[src/sv/lbp_pkg.sv]
`default_nettype none
// ----------------------------------------------------------------------------
// lbp_pkg
// Shared types, constants and helpers of the LED panel bit-plane packetizer.
// ----------------------------------------------------------------------------
package lbp_pkg;

  localparam int PANEL_SIDE       = 8;
  localparam int GRAY_BITS        = 3;
  localparam int PACKET_BYTES_DEF = 64;
  localparam int HDR_BYTES        = 3;
  localparam int MSG_BYTES        = GRAY_BITS * PANEL_SIDE;
  localparam int REC_BYTES        = MSG_BYTES + 2;
  localparam int MAX_PANELS       = 7;

  localparam logic [7:0] PKT_TAG = 8'h00;

  typedef struct packed {
    logic [7:0] pixel_row0;
    logic [7:0] pixel_row1;
    logic [7:0] pixel_row2;
    logic [7:0] pixel_row3;
    logic [7:0] pixel_row4;
    logic [7:0] pixel_row5;
    logic [7:0] pixel_row6;
    logic [7:0] pixel_row7;
    logic [7:0] panel_addr;
    logic       frame_end;
  } in_data_t;

  typedef struct packed {
    logic [7:0] packet_byte;
    logic       packet_last;
  } out_data_t;

  // Which byte the datapath writes into the packet store this cycle.
  typedef enum logic [2:0] {
    WR_PLANE2 = 3'd0,
    WR_PLANE1 = 3'd1,
    WR_PLANE0 = 3'd2,
    WR_ADDR   = 3'd3,
    WR_LEN    = 3'd4
  } wr_sel_t;

  typedef struct packed {
    logic    load;
    logic    wr_en;
    wr_sel_t wr_sel;
    logic    col_adv;
    logic    panel_add;
    logic    emit_start;
    logic    issue;
    logic    finish;
  } dp_cmd_t;

  typedef struct packed {
    logic last_col;
    logic send;
    logic issue_last;
    logic out_free;
  } dp_sts_t;

  // Number of panels a packet of pb bytes holds.
  function automatic int panels_fit(input int pb);
    int n;
    n = 0;
    for (int i = 0; i < MAX_PANELS; i++) begin
      if (pb > HDR_BYTES + REC_BYTES * (n + 1)) n++;
    end
    return (n == 0) ? 1 : n;
  endfunction

endpackage
`default_nettype wire

[src/sv/led_panel_bitplane_packetizer.sv]
`default_nettype none
// ----------------------------------------------------------------------------
// led_panel_bitplane_packetizer
// Packs 8x8 gray panel columns into 3-bit-plane panel messages and streams
// them out as packets, one byte per beat.
// ----------------------------------------------------------------------------
// A column is accepted in S_IDLE; S_WR_P2, S_WR_P1 and S_WR_P0 then write
// its plane bytes, one at a time, through the single write port of the
// packet store. The eighth column of a panel adds S_WR_ADDR and S_WR_LEN for
// the address and length bytes. A due packet is read from the store one byte
// per cycle while out_ready stays high (29 bytes for one panel, 55 for two),
// and no column is accepted until the last byte is in the output register.
// No clearing pass runs after reset. PACKET_BYTES sets the store depth and
// the panels per packet: one up to 55 bytes, then one more per 26, up to 7.
// ----------------------------------------------------------------------------
module led_panel_bitplane_packetizer #(
  parameter int PACKET_BYTES = lbp_pkg::PACKET_BYTES_DEF
) (
  input  wire logic               clk,
  input  wire logic               rst_n,
  input  wire logic               in_valid,
  output logic                    in_ready,
  input  wire lbp_pkg::in_data_t  in_data,
  output logic                    out_valid,
  input  wire logic               out_ready,
  output lbp_pkg::out_data_t      out_data
);

  lbp_pkg::dp_cmd_t cmd;
  lbp_pkg::dp_sts_t sts;

  lbp_ctrl u_ctrl (
    .clk      (clk),
    .rst_n    (rst_n),
    .in_valid (in_valid),
    .in_ready (in_ready),
    .sts      (sts),
    .cmd      (cmd)
  );

  lbp_datapath #(
    .PACKET_BYTES (PACKET_BYTES)
  ) u_datapath (
    .clk       (clk),
    .rst_n     (rst_n),
    .in_data   (in_data),
    .out_ready (out_ready),
    .out_valid (out_valid),
    .out_data  (out_data),
    .cmd       (cmd),
    .sts       (sts)
  );

endmodule
`default_nettype wire

[src/sv/lbp_ctrl.sv]
`default_nettype none
// ----------------------------------------------------------------------------
// lbp_ctrl
// Sequencer: takes a column, steps the plane writes, closes the panel and
// runs the packet readout.
// ----------------------------------------------------------------------------
module lbp_ctrl (
  input  wire logic             clk,
  input  wire logic             rst_n,
  input  wire logic             in_valid,
  output logic                  in_ready,
  input  wire lbp_pkg::dp_sts_t sts,
  output lbp_pkg::dp_cmd_t      cmd
);

  typedef enum logic [6:0] {
    S_IDLE    = 7'b0000001,
    S_WR_P2   = 7'b0000010,
    S_WR_P1   = 7'b0000100,
    S_WR_P0   = 7'b0001000,
    S_WR_ADDR = 7'b0010000,
    S_WR_LEN  = 7'b0100000,
    S_EMIT    = 7'b1000000
  } state_t;

  state_t state_r, state_nxt;

  always_ff @(posedge clk) begin
    if (!rst_n) begin
      state_r <= S_IDLE;
    end else begin
      state_r <= state_nxt;
    end
  end

  always_comb begin
    state_nxt      = state_r;
    cmd            = '0;
    cmd.wr_sel     = lbp_pkg::WR_PLANE2;
    in_ready       = 1'b0;
    unique case (state_r)
      S_IDLE: begin
        in_ready = 1'b1;
        if (in_valid) begin
          cmd.load  = 1'b1;
          state_nxt = S_WR_P2;
        end
      end
      S_WR_P2: begin
        cmd.wr_en  = 1'b1;
        cmd.wr_sel = lbp_pkg::WR_PLANE2;
        state_nxt  = S_WR_P1;
      end
      S_WR_P1: begin
        cmd.wr_en  = 1'b1;
        cmd.wr_sel = lbp_pkg::WR_PLANE1;
        state_nxt  = S_WR_P0;
      end
      S_WR_P0: begin
        cmd.wr_en   = 1'b1;
        cmd.wr_sel  = lbp_pkg::WR_PLANE0;
        cmd.col_adv = 1'b1;
        state_nxt   = sts.last_col ? S_WR_ADDR : S_IDLE;
      end
      S_WR_ADDR: begin
        cmd.wr_en  = 1'b1;
        cmd.wr_sel = lbp_pkg::WR_ADDR;
        state_nxt  = S_WR_LEN;
      end
      S_WR_LEN: begin
        cmd.wr_en     = 1'b1;
        cmd.wr_sel    = lbp_pkg::WR_LEN;
        cmd.panel_add = 1'b1;
        if (sts.send) begin
          cmd.emit_start = 1'b1;
          state_nxt      = S_EMIT;
        end else begin
          state_nxt = S_IDLE;
        end
      end
      S_EMIT: begin
        // issue one byte per cycle while the output register frees up
        if (sts.out_free) begin
          cmd.issue = 1'b1;
          if (sts.issue_last) begin
            cmd.finish = 1'b1;
            state_nxt  = S_IDLE;
          end
        end
      end
      default: begin
        state_nxt = S_IDLE;
      end
    endcase
  end

endmodule
`default_nettype wire

[src/sv/lbp_datapath.sv]
`default_nettype none
// ----------------------------------------------------------------------------
// lbp_datapath
// Bit-plane slicing, packet store memory, panel and packet counters and the
// output register.
// ----------------------------------------------------------------------------
module lbp_datapath #(
  parameter int PACKET_BYTES = lbp_pkg::PACKET_BYTES_DEF
) (
  input  wire logic               clk,
  input  wire logic               rst_n,
  input  wire lbp_pkg::in_data_t  in_data,
  input  wire logic               out_ready,
  output logic                    out_valid,
  output lbp_pkg::out_data_t      out_data,
  input  wire lbp_pkg::dp_cmd_t   cmd,
  output lbp_pkg::dp_sts_t        sts
);

  localparam int AW  = $clog2(PACKET_BYTES);
  localparam int FIT = lbp_pkg::panels_fit(PACKET_BYTES);
  localparam int GB  = lbp_pkg::GRAY_BITS;
  localparam int PS  = lbp_pkg::PANEL_SIDE;
  localparam int LSB = 8 - GB;

  logic [7:0]    plane_r [GB];
  logic [7:0]    plane_nxt [GB];
  logic [7:0]    pix [PS];
  logic [7:0]    addr_r;
  logic          fe_r;
  logic [2:0]    col_r;
  logic [2:0]    held_r;
  logic [7:0]    number_r;
  logic [7:0]    cnt_r;
  logic [7:0]    pos;
  logic [7:0]    wa8;
  logic [7:0]    wd;
  logic [7:0]    mem [PACKET_BYTES];
  logic [7:0]    mem_q_r;
  logic          out_valid_r;
  logic          hdr_sel_r;
  logic [7:0]    hdr_r;
  logic          last_r;
  logic [7:0]    col_off;

  // slice the column into its bit planes, row r in bit r
  always_comb begin
    pix[0] = in_data.pixel_row0;
    pix[1] = in_data.pixel_row1;
    pix[2] = in_data.pixel_row2;
    pix[3] = in_data.pixel_row3;
    pix[4] = in_data.pixel_row4;
    pix[5] = in_data.pixel_row5;
    pix[6] = in_data.pixel_row6;
    pix[7] = in_data.pixel_row7;
    for (int p = 0; p < GB; p++) begin
      for (int r = 0; r < PS; r++) begin
        plane_nxt[p][r] = pix[r][LSB + p];
      end
    end
  end

  always_ff @(posedge clk) begin
    if (cmd.load) begin
      for (int p = 0; p < GB; p++) plane_r[p] <= plane_nxt[p];
      addr_r <= in_data.panel_addr;
      fe_r   <= in_data.frame_end;
    end
  end

  // panel record start; once a panel is added this is also the packet length
  assign pos     = 8'(lbp_pkg::HDR_BYTES) + 8'(lbp_pkg::REC_BYTES) * {5'd0, held_r};
  assign col_off = {5'd0, col_r};

  always_comb begin
    wa8 = pos;
    wd  = addr_r;
    unique case (cmd.wr_sel)
      lbp_pkg::WR_PLANE2: begin
        wa8 = pos + 8'd2 + col_off;
        wd  = plane_r[GB-1];
      end
      lbp_pkg::WR_PLANE1: begin
        wa8 = pos + 8'd2 + 8'(PS) + col_off;
        wd  = plane_r[GB-2];
      end
      lbp_pkg::WR_PLANE0: begin
        wa8 = pos + 8'd2 + 8'(2 * PS) + col_off;
        wd  = plane_r[GB-3];
      end
      lbp_pkg::WR_ADDR: begin
        wa8 = pos;
        wd  = addr_r;
      end
      lbp_pkg::WR_LEN: begin
        wa8 = pos + 8'd1;
        wd  = 8'(lbp_pkg::MSG_BYTES);
      end
      default: begin
        wa8 = pos;
        wd  = addr_r;
      end
    endcase
  end

  always_ff @(posedge clk) begin
    if (cmd.wr_en) mem[wa8[AW-1:0]] <= wd;
    if (cmd.issue) mem_q_r <= mem[cnt_r[AW-1:0]];
  end

  // counters
  always_ff @(posedge clk) begin
    if (!rst_n) begin
      col_r    <= '0;
      held_r   <= '0;
      number_r <= '0;
      cnt_r    <= '0;
    end else begin
      if (cmd.col_adv)    col_r  <= col_r + 3'd1;
      if (cmd.panel_add)  held_r <= held_r + 3'd1;
      if (cmd.emit_start) cnt_r  <= '0;
      else if (cmd.issue) cnt_r  <= cnt_r + 8'd1;
      if (cmd.finish) begin
        held_r   <= '0;
        number_r <= fe_r ? 8'd0 : number_r + 8'd1;
      end
    end
  end

  // output register; header bytes come from the tag and counters, the rest from memory
  always_ff @(posedge clk) begin
    if (!rst_n) begin
      out_valid_r <= 1'b0;
    end else if (cmd.issue) begin
      out_valid_r <= 1'b1;
    end else if (out_ready) begin
      out_valid_r <= 1'b0;
    end
  end

  always_ff @(posedge clk) begin
    if (cmd.issue) begin
      hdr_sel_r <= (cnt_r < 8'(lbp_pkg::HDR_BYTES));
      priority if (cnt_r == 8'd0) begin
        hdr_r <= lbp_pkg::PKT_TAG;
      end else if (cnt_r == 8'd1) begin
        hdr_r <= number_r;
      end else begin
        hdr_r <= {5'd0, held_r};
      end
      last_r <= sts.issue_last;
    end
  end

  assign out_valid            = out_valid_r;
  assign out_data.packet_byte = hdr_sel_r ? hdr_r : mem_q_r;
  assign out_data.packet_last = last_r;

  assign sts.last_col   = (col_r == 3'(PS - 1));
  assign sts.send       = fe_r || (({1'b0, held_r} + 4'd1) >= 4'(FIT));
  assign sts.issue_last = (cnt_r == pos - 8'd1);
  assign sts.out_free   = !out_valid_r || out_ready;

endmodule
`default_nettype wire

[config.mk]
export PLATFORM = sky130hd
export DESIGN_NAME = led_panel_bitplane_packetizer
export DESIGN_NICKNAME = d
export VERILOG_FILES = /design/src/sv/lbp_pkg.sv /design/src/sv/led_panel_bitplane_packetizer.sv /design/src/sv/lbp_ctrl.sv /design/src/sv/lbp_datapath.sv
export SDC_FILE = /design/constraint.sdc
export NUM_CORES = 1
export LEC_CHECK = 0
export BUFFER_PORTS_ARGS = -buffer_cell sky130_fd_sc_hd__clkbuf_2
export CAP_MARGIN = 25
export CORE_ASPECT_RATIO = 0.8
export CORE_MARGIN = 4
export CORE_UTILIZATION = 47
export DETAILED_ROUTE_END_ITERATION = 10
export PLACE_DENSITY = 0.75
export SLEW_MARGIN = 15
export SYNTH_ARGS = -nofsm -noshare
export SYNTH_HDL_FRONTEND = slang
export SYNTH_SLANG_ARGS = --single-unit
export TNS_END_PERCENT = 5
[constraint.sdc]
create_clock -name clk -period 4.85 [get_ports clk]
set_input_delay 0.485 -clock clk [delete_from_list [all_inputs] [get_ports clk]]
set_output_delay 0.485 -clock clk [all_outputs]
set_load 0.02 [all_outputs]
==> impl_results.md <==
* Clock insertion delay at the later pin of the skew report at 0.59 ns
* Most frequent cells after synthesis: sky130_fd_sc_hd__edfxtp_1 (563), sky130_fd_sc_hd__mux4_2 (168), sky130_fd_sc_hd__nor2_1 (46)
* Crit path top cell by count: sky130_fd_sc_hd__ha_1
* Maximum level of the CTS H-tree at 2
* Most instantiated library cell after synthesis: sky130_fd_sc_hd__edfxtp_1
* Resize count post-CTS at 0
* Hold violation count in the final report at 0
* Remaining DRCs at 0
* Cell-by-cell listing of the critical path: inv_1 -> ha_1 -> xor2_1 -> ha_1 -> xnor2_1 -> nor2_1 -> o21ai_0 -> o221ai_2 -> nor3b_1 -> buf_4 -> nand3_1 -> a21oi_1
* Post-Layout Inst Area at 27700 sq um
* Final-report setup violation count at 0
* Core occupancy in the finished layout at 0.541
* Total Neg Setup Slack at 0 ns
* Number of buffers created by CTS at 52
* Cell Area, Placed at 26100 sq um
* Hold path startpoint: in_data[0]
* GRT Resource Usage Total at 0.195
* Avg Vias per Cell at 6.06
* Startpoint types: register
* Reg-to-Reg Start: u_datapath.held_r[0]
* Number of nets at the end of the flow at 1476
* Category of the critical setup timing path: reg2reg
* Buffer and inverter count on the worst path at 2
* Die footprint at 55700 sq um
* CTS Root Cell: sky130_fd_sc_hd__clkbuf_16
* First drt pass iteration count at 6
* Critical path's largest stage delay at 0.82 ns
* Launching instance or port of the critical path: u_datapath.held_r[0]
* Worst IR Drop VDD at 0.316 mV
* Post-Route Skew at 0.0214 ns
* Initial Util at 0.477
* Post-Route Hold Slack at 0.0781 ns
* CTS tree: done
* Clock transition at the registers of the reported paths at 0.07 ns
* Required time worst endpoint at 5.05 ns
* Xor-xnor portion of the synthesized cell area at 0.0126
* Width of the die at 263 um
* Total congestion overflow after global routing at 0
* Combinational family with the most area after synthesis: multiplexers
* Max-Cap Viols at 0
* Distinct cells, synth at 66
* Diode count at 0
* Area Overhead vs Synth at 13.6%
* Power density over the cells at 354 nW/um^2
* Starting DRT DRC Count at 1463
* Share of flip-flops with an asynchronous set or reset after synthesis at 0
* Critical path peak fanout at 8
* Worst slew margin relative to its limit at 0.317
* Dpl ws at 0.441 ns
* Cell total after placement at 2006
* Number of nets in the synthesized netlist at 1356
* Number of enable flip-flop cells after synthesis at 563
* Share of cells above drive strength 1 at 0.294
* Syn. warnings at 0
* Fraction of synthesized cell area taken by the top area cell type at 0.693
* Status: finished, final reports clean
* Max Clock Freq at 230 MHz
* Height of the die at 212 um
* Final weighted congestion in routability-driven placement at 0.838
* Final count of pins violating max slew at 0
* Hold Crit Class: in2reg
* Routed len/inst at 25.8 um
* Row cnt at 74
* Worst-margin pin slew at 1.02 ns
* Worst-case setup margin in the final layout at 0.494 ns
* Wire length of the first global-routing pass at 81600 um
* Adder-Cell Fraction of Synth Area at 0.0107
* Detail Route Antenna Nets at 0
* Largest buffer count on any clock path at 3
* Synthesized netlist cell count at 1260
* Sequential cell area fraction in the yosys report at 0.717
* RSZ-0062 raised after global routing: false
* Register bit total from synthesis at 593
* Final Routed Wirelength at 54200 um
* Critical path arrival at 4.55 ns
* Top post-synthesis cells by area: sky130_fd_sc_hd__edfxtp_1 (69%), sky130_fd_sc_hd__mux4_2 (16%), sky130_fd_sc_hd__dfxtp_1 (2.5%)
* Number of hold-repair buffers added at the cts stage at 0
* Fin crit share at 0.898
* Compound-Gate Fraction of Synth Area at 0.0321
* Total vias in the final route at 12700
* Initial antenna violation count at 3
* LEAKAGE at 8.65 nW
* CORE AREA at 51200 sq um
* Largest delay share family, worst path: compound AO/OA/AOI/OAI gates
* HPWL after DPL at 34500 um
* Vias in the first global route at 12600
* Primary flip-flop cell chosen by synthesis mapping: sky130_fd_sc_hd__edfxtp_1
* Shortest clock period the worst path allows after layout at 4.36 ns
* Number of sinks on the clock net at 593
* Type of destination of the critical path: register
* Port Buffer Count at 47
* Fraction of the mapped netlist area in simple logic gates at 0.0510
* Maximum number of pins on one net before global-route repair at 65
* Overall power of the completed layout at 9.81 mW
* Multiplexer fraction of the synthesized cell area at 0.161
* Slowest cell on the critical path: sky130_fd_sc_hd__a21oi_1
* Yosys top cell by area: sky130_fd_sc_hd__edfxtp_1
* Post-CTS Setup Inserts at 0
* Netlist area before placement at 24400 sq um
* Per-instance average area after synthesis at 19.4 sq um
* Non-filler cells, final at 2101
* Number of I/O pins at 88
cell usage in the layout (no fill, tap or decap), drive strengths merged, types with 6 or more instances in the layout:
cell type,synthesis,routed
xnor2,16,16
clkinv,0,17
mux2,9,9
and3,7,7
or3,9,9
inv,17,19
a211oi,8,8
xor2,14,14
nor2,46,46
clkbuf,41,116
a21boi,7,7
nor3b,9,9
nand2,30,30
dfxtp,30,30
a222oi,6,6
a21oi,30,30
mux4,168,168
o21ai,21,21
nor3,46,46
edfxtp,563,563
buf,34,93
ha,16,16
and2,7,7
nor2b,8,8
nand3,35,35
routing by layer:
| metal | up-vias | share of wire | GRT usage |
|---|---|---|---|
| met4 | 6 | 0.019 | 0.0423 |
| met5 | - | 0.00061 | 0 |
| met2 | 594 | 0.46 | 0.291 |
| met1 | 6585 | 0.43 | 0.300 |
| li1 | 5463 | - | - |
| met3 | 79 | 0.090 | 0.0403 |
flip-flops by register name, indices dropped and copies added, names as in the netlist:
register,cells
u_datapath.mem,512
u_datapath.plane_r,24
u_datapath.addr_r,8
u_datapath.cnt_r,8
u_datapath.hdr_r,8
u_datapath.mem_q_r,8
u_datapath.number_r,8
u_ctrl.state_r,7
u_datapath.col_r,3
u_datapath.held_r,3
u_datapath.fe_r,1
u_datapath.hdr_sel_r,1
u_datapath.last_r,1
u_datapath.out_valid,1
worst reg2reg max path, cell delays in order, from the launching register on:
cell and delay [ns]:
sky130_fd_sc_hd__dfxtp_1 0.33, sky130_fd_sc_hd__inv_1 0.09, sky130_fd_sc_hd__ha_1 0.42, sky130_fd_sc_hd__xor2_1 0.22
sky130_fd_sc_hd__ha_1 0.32, sky130_fd_sc_hd__xnor2_1 0.30, sky130_fd_sc_hd__nor2_1 0.07, sky130_fd_sc_hd__o21ai_0 0.24
sky130_fd_sc_hd__o221ai_2 0.23, sky130_fd_sc_hd__nor3b_1 0.60, sky130_fd_sc_hd__buf_4 0.24, sky130_fd_sc_hd__nand3_1 0.08
sky130_fd_sc_hd__a21oi_1 0.82
area by class of cell:
class,instances,area (sq um)
fillers,3805,23500
inverters,17,63.8
flip-flops and latches,593,17500
repair buffers,141,1030
well taps,684,856
multi-input cells,575,6680
clock inverters,23,193
clock buffers,68,1380
power breakdown:
group / internal [mW] / switching, mW / leakage (nW)
combinational: 0.0526 / 0.164 / 2.55
clock: 2.16 / 1.75 / 0.768
sequential: 5.67 / 0.0139 / 5.34
kinds of logic after synthesis:
family                   after synthesis
flip-flops                           593
multiplexers                         181
XOR/XNOR                              32
AND/OR/NAND/NOR                      228
buffers and inverters                 92
AO/OA/AOI/OAI                        115
adder cells (fa/ha/maj)               19
worst paths after layout:
kind | to | slack, ns | cells past startpoint
hold / removal | u_datapath.fe_r | 0.08 | 1
setup reg to reg | u_datapath.mem[29][5] | 0.49 | 12
setup / recovery | u_datapath.mem[29][5] | 0.49 | 12
hold reg to reg | u_datapath.number_r[1] | 0.51 | 2
Power figures use the tool's default switching activity.
